## config.mk

```make
export PLATFORM = sky130hd
export DESIGN_NAME = q2r_div
export DESIGN_NICKNAME = d
export VERILOG_FILES = /design/src/rtl/core/q2r_pkg.sv /design/src/rtl/core/q2r_div.sv
export SDC_FILE = /design/constraint.sdc
export NUM_CORES = 2
export LEC_CHECK = 0
export ABC_AREA = 0
export BUFFER_PORTS_ARGS = -buffer_cell sky130_fd_sc_hd__buf_2
export CAP_MARGIN = 30
export CORE_MARGIN = 4
export CORE_UTILIZATION = 55
export CTS_CLUSTER_DIAMETER = 50
export CTS_CLUSTER_SIZE = 16
export DETAILED_ROUTE_END_ITERATION = 6
export PLACE_DENSITY = 0.68
export SLEW_MARGIN = 40
export SYNTH_ARGS = -nofsm -noshare
export SYNTH_HDL_FRONTEND = slang
export SYNTH_SLANG_ARGS = --single-unit
```

## constraint.sdc

```tcl
create_clock -name clock -period 12 [get_ports clock]
set_input_delay 0.6 -clock clock [delete_from_list [all_inputs] [get_ports clock]]
set_output_delay 0.6 -clock clock [all_outputs]
set_load 0.02 [all_outputs]
```

## src/rtl/core/q2r_pkg.sv

```systemverilog
// Shared widths, latencies and types of the quaternion to rotation matrix core.
// Depends on nothing; every module of the core imports it.
package q2r_pkg;

   localparam int FRAC_BITS  = 14;
   localparam int IN_WIDTH   = 18;
   localparam int OUT_WIDTH  = FRAC_BITS + 2;
   localparam int PROD_WIDTH = 2 * IN_WIDTH;
   localparam int NORM_WIDTH = 2 * IN_WIDTH + 1;
   localparam int NUM_WIDTH  = 2 * IN_WIDTH + 2;
   localparam int STEPS      = FRAC_BITS + 1;
   localparam int DIV_LAT    = STEPS + 2;
   localparam int ENTRIES    = 9;
   // Two product stages, the divider and the output register.
   localparam int LATENCY    = DIV_LAT + 3;

   localparam logic [FRAC_BITS:0] ONE = (FRAC_BITS + 1)'(1) << FRAC_BITS;

   typedef logic signed [IN_WIDTH-1:0]   comp_type;
   typedef logic signed [NUM_WIDTH-1:0]  num_type;
   typedef logic        [NORM_WIDTH-1:0] norm_type;
   typedef logic signed [OUT_WIDTH-1:0]  entry_type;

   // Control that travels alongside the numerators.
   typedef struct packed {
      logic vld;
      logic zero;
   } ctl_type;

endpackage

```

## src/rtl/core/q2r_div.sv

```systemverilog
// Pipelined restoring divider: round(num * 2^FRAC_BITS / n), saturated to +-1.0.
// Depends on q2r_pkg; one quotient bit is resolved per stage.
module q2r_div
   import q2r_pkg::*;
(
   input  logic      clock,
   input  num_type   num,
   input  norm_type  n,
   output entry_type q
);

   logic [NUM_WIDTH-1:0]  mag;
   logic [NORM_WIDTH-1:0] rem_ff [STEPS+1];
   logic [NORM_WIDTH-1:0] n_ff   [STEPS+1];
   logic [STEPS-1:0]      t_ff   [STEPS+1];
   logic                  sat_ff [STEPS+1];
   logic                  neg_ff [STEPS+1];
   logic [NORM_WIDTH-1:0] rem_in [STEPS];
   logic [STEPS-1:0]      t_in   [STEPS];
   logic [NORM_WIDTH:0]   dbl    [STEPS];
   logic                  ge     [STEPS];
   logic [STEPS:0]        rnd;
   logic [FRAC_BITS:0]    qm;
   entry_type             q_ff;

   assign mag = num[NUM_WIDTH-1] ? NUM_WIDTH'(-num) : NUM_WIDTH'(num);

   // Entry stage: magnitude, sign and the saturation test |num| >= N.
   always_ff @(posedge clock) begin
      n_ff[0]   <= n;
      neg_ff[0] <= num[NUM_WIDTH-1];
      sat_ff[0] <= (mag >= NUM_WIDTH'(n));
      rem_ff[0] <= (mag >= NUM_WIDTH'(n)) ? '0 : mag[NORM_WIDTH-1:0];
      t_ff[0]   <= '0;
   end

   // Each step doubles the remainder and subtracts N when it fits.
   always_comb begin
      for (int k = 0; k < STEPS; k++) begin
         dbl[k]    = {rem_ff[k], 1'b0};
         ge[k]     = (dbl[k] >= {1'b0, n_ff[k]});
         rem_in[k] = ge[k] ? NORM_WIDTH'(dbl[k] - {1'b0, n_ff[k]}) : dbl[k][NORM_WIDTH-1:0];
         t_in[k]   = {t_ff[k][STEPS-2:0], ge[k]};
      end
   end

   always_ff @(posedge clock) begin
      for (int k = 0; k < STEPS; k++) begin
         rem_ff[k+1] <= rem_in[k];
         t_ff[k+1]   <= t_in[k];
         n_ff[k+1]   <= n_ff[k];
         sat_ff[k+1] <= sat_ff[k];
         neg_ff[k+1] <= neg_ff[k];
      end
   end

   // Round half away from zero from one extra fraction bit, then apply the sign.
   always_comb begin
      rnd = {1'b0, t_ff[STEPS]} + (STEPS + 1)'(1);
      qm  = sat_ff[STEPS] ? ONE : rnd[STEPS:1];
   end

   always_ff @(posedge clock) begin
      q_ff <= neg_ff[STEPS] ? -$signed({1'b0, qm}) : $signed({1'b0, qm});
   end

   assign q = q_ff;

endmodule

```

==> flow_metrics.tcl <==
set metrics [dict create \
    fin_skew_ns 0.0265 \
    synth_fp_nets 7777 \
    maxSlewViolCount 0 \
    ys_seq_area_share_pct 40.6 \
    required_ns 12.60 \
    cts_root_buf "clkbuf_16" \
    synthTopCellsByArea "dfxtp_1 (41%), ha_1 (12%), o21ai_0 (4.4%)" \
    num_rows 123 \
    syn2layout_area_growth_pct 11.3 \
    vias_per_cell 5.56 \
    cts_buffers 139 \
    avgSynthCellArea_um2 8.89 \
    r2r_cells 14 \
    slew_headroom_pct 35.8 \
    outcome "complete, no violations" \
    n_antenna_cell 0 \
    ant_nets 0 \
    place_congestion 0.984 \
    slowest_delay_ns 0.72 \
    wirelength_um 156000 \
    path_buf_inv 1 \
    netlist_area_mm2 0.0630 \
    hold_class "input pin to flop" \
    end_kind "flop" \
    synth_commonest_cells "dfxtp_1 (1278), inv_1 (742), ha_1 (594)" \
    ir_drop_v 0.000159 \
    drt-pass1-iter-count 6 \
    async_reset_ff_share_pct 0 \
    grt_max_degree 73 \
    worstPathMaxFanout 38 \
    powerDensity_mw_per_mm2 308 \
    wl_per_cell_um 17.7 \
    critical_path_class "input pin to flop" \
    clock_latency_ns 0.75 \
    yosysUniqueCellTypes 80 \
    crit_cells 20 \
    crit_slowest_cell "a311o_2" \
    grt_overflow 0 \
    first_global_vias 48900 \
    synth_top_area_share_pct 40.6 \
    min_period_ns 5.43 \
    setup_viol 0 \
    die_w_um 347 \
    vias 49000 \
    fin_nets 7880 \
    core_mm2 0.113 \
    drc 0 \
    arrival_ns 6.03 \
    ys_seq_elements 1278 \
    cts_setup_buffers 0 \
    path_clk_slew_ns 0.06 \
    fmax_mhz 184 \
    crit_path_cell_trace "buf_2, or4_1, or3_1, or3_1, or3_1, or4_4, or4_4, o31ai_1, xnor2_1, ha_1, nand3_1, a21boi_0, o21a_1, o21a_1, o21ai_0, nand2b_1, a21oi_1, o31ai_1, a311o_2, nor2b_1" \
    synth_most_common_cell "dfxtp_1" \
    cts_tree "done" \
    path_delay_family "simple AND/OR/NAND/NOR gates" \
    ys_warn_count 0 \
    drive_gt1_share_pct 7.80 \
    grt_usage_pct 25.4 \
    cap_viol_max_count 0 \
    hpwlAfterDp_um 125000 \
    ys.flop_type "dfxtp_1" \
    tightest_slew_ns 0.953 \
    critPathLaunchType "input pin" \
    die-area_mm2 0.120 \
    grt_pass1_wl_um 249000 \
    first_iter_violations 2754 \
    whs_path_depth 3 \
    clock_path_buffers 3 \
    fin_crit_sh_pct 45.2 \
    fp.dieH_um 347 \
    cts-htree-levels 4 \
    yosys.area.top_type "dfxtp_1" \
    cts_resized 0 \
    io-pin-count 92 \
    port_buffers 91 \
    antenna_found_initial 0 \
    rsz0062_at_grt "no" \
    synth_edf_count 0 \
    finish.utilization_pct 62.0 \
    finalSetupTns_ns 0 \
    syn-instance-count 7093 \
    leakagePower_nw 32.6 \
    critPathMostFrequentCell "or3_1" \
    hold_viol 0 \
    start_util_pct 55.7 \
    clock-sinks 1278 \
]
## power by group
| part | internal (mW) | leakage (nW) | switching, mW | total, mW |
|---|---|---|---|---|
| registers | 5.65 | 10.8 | 0.747 | 6.40 |
| clock network | 2.57 | 2.33 | 1.80 | 4.37 |
| logic | 4.64 | 19.5 | 6.22 | 10.9 |
| total | 12.9 | 32.6 | 8.76 | 21.6 |
## placed cells by master, fill, tap and decap left out, types with 80 or more instances in the layout
| master | synthesis | layout |
|---|---|---|
| a21oi_1 | 549 | 548 |
| inv_1 | 742 | 742 |
| nand2b_1 | 82 | 82 |
| nand3_1 | 106 | 106 |
| buf_2 | 1 | 91 |
| mux2_2 | 154 | 154 |
| nor2_1 | 374 | 373 |
| ha_1 | 594 | 594 |
| xor2_1 | 201 | 201 |
| o21a_1 | 95 | 93 |
| nor3_1 | 84 | 80 |
| nand4_1 | 108 | 108 |
| nand2_1 | 578 | 578 |
| clkbuf_16 | 0 | 141 |
| nor2b_1 | 113 | 113 |
| dfxtp_1 | 1278 | 1278 |
| o21ai_0 | 557 | 554 |
| a21o_1 | 268 | 268 |
| xnor2_1 | 291 | 291 |
## layout make-up
cell class,count,area (um2)
Clock buffer,168,3810
Clock inverter,81,1010
Fill cell,9743,43000
Inverter,742,2790
Multi-Input combinational cell,4885,34100
Sequential cell,1278,25600
Tap cell,1500,1880
Timing Repair Buffer,150,988
## path summary, 6_finish.rpt
| path | from | end | slack, ns |
|---|---|---|---|
| max | num[6] | rem_ff[0][4] | 6.57 |
| min reg2reg | t_ff[1][93] | t_ff[1][109] | 0.32 |
| min | num[0] | rem_ff[0][0] | 0.17 |
| max reg2reg | rem_ff[0][222] | rem_ff[0][260] | 7.51 |
## layer usage
metal | vias to the layer above | part of all wire, % | GRT usage [%]
met5 | - | 0 | 0
met4 | 0 | 7.0 | 16.3
met3 | 476 | 3.2 | 3.29
met2 | 1066 | 52 | 48.3
met1 | 22600 | 38 | 26.1
li1 | 24800 | - | -
## sequential cells by signal, indices dropped and copies added (netlist names)
name	count
n_ff	555
neg_ff	16
q	16
rem_ff	555
sat_ff	16
t_ff	120
## worst min-delay path: cells and delay by family
family | cells | cell delay (ns)
and+or+nand+nor | 1 | 0.09
buffers and inverters | 2 | 0.19
## stage by stage
stage	instance area, um2	hold slack (ns)	power, mW	worst slack [ns]	instances
after floorplan	63000	0.310	14.6	6.61	7093
after global routing	70200	0.163	23.3	6.23	8804
after detailed placement	64900	0.312	17.2	5.79	8516
final	70200	0.174	21.6	6.57	8804
after CTS	70100	0.0937	21.7	6.61	8802
after global placement	64900	0.310	17.0	5.70	8516
## logic make-up after synthesis
kind of cell / share of synthesized area [%]
AND/OR/NAND/NOR: 12.4
XOR/XNOR: 6.83
AO/OA/AOI/OAI: 19.4
adder cells (fa/ha/maj): 12.2
buffers and inverters: 5.57
multiplexers: 2.97
flip-flops: 40.6
## repair_timing
action | in CTS | in global routing
hold buffers | 37 | 0
hold endpoints to repair | 37 | 0
setup endpoints to repair | 0 | 0
(Power assumes the default switching activity.)
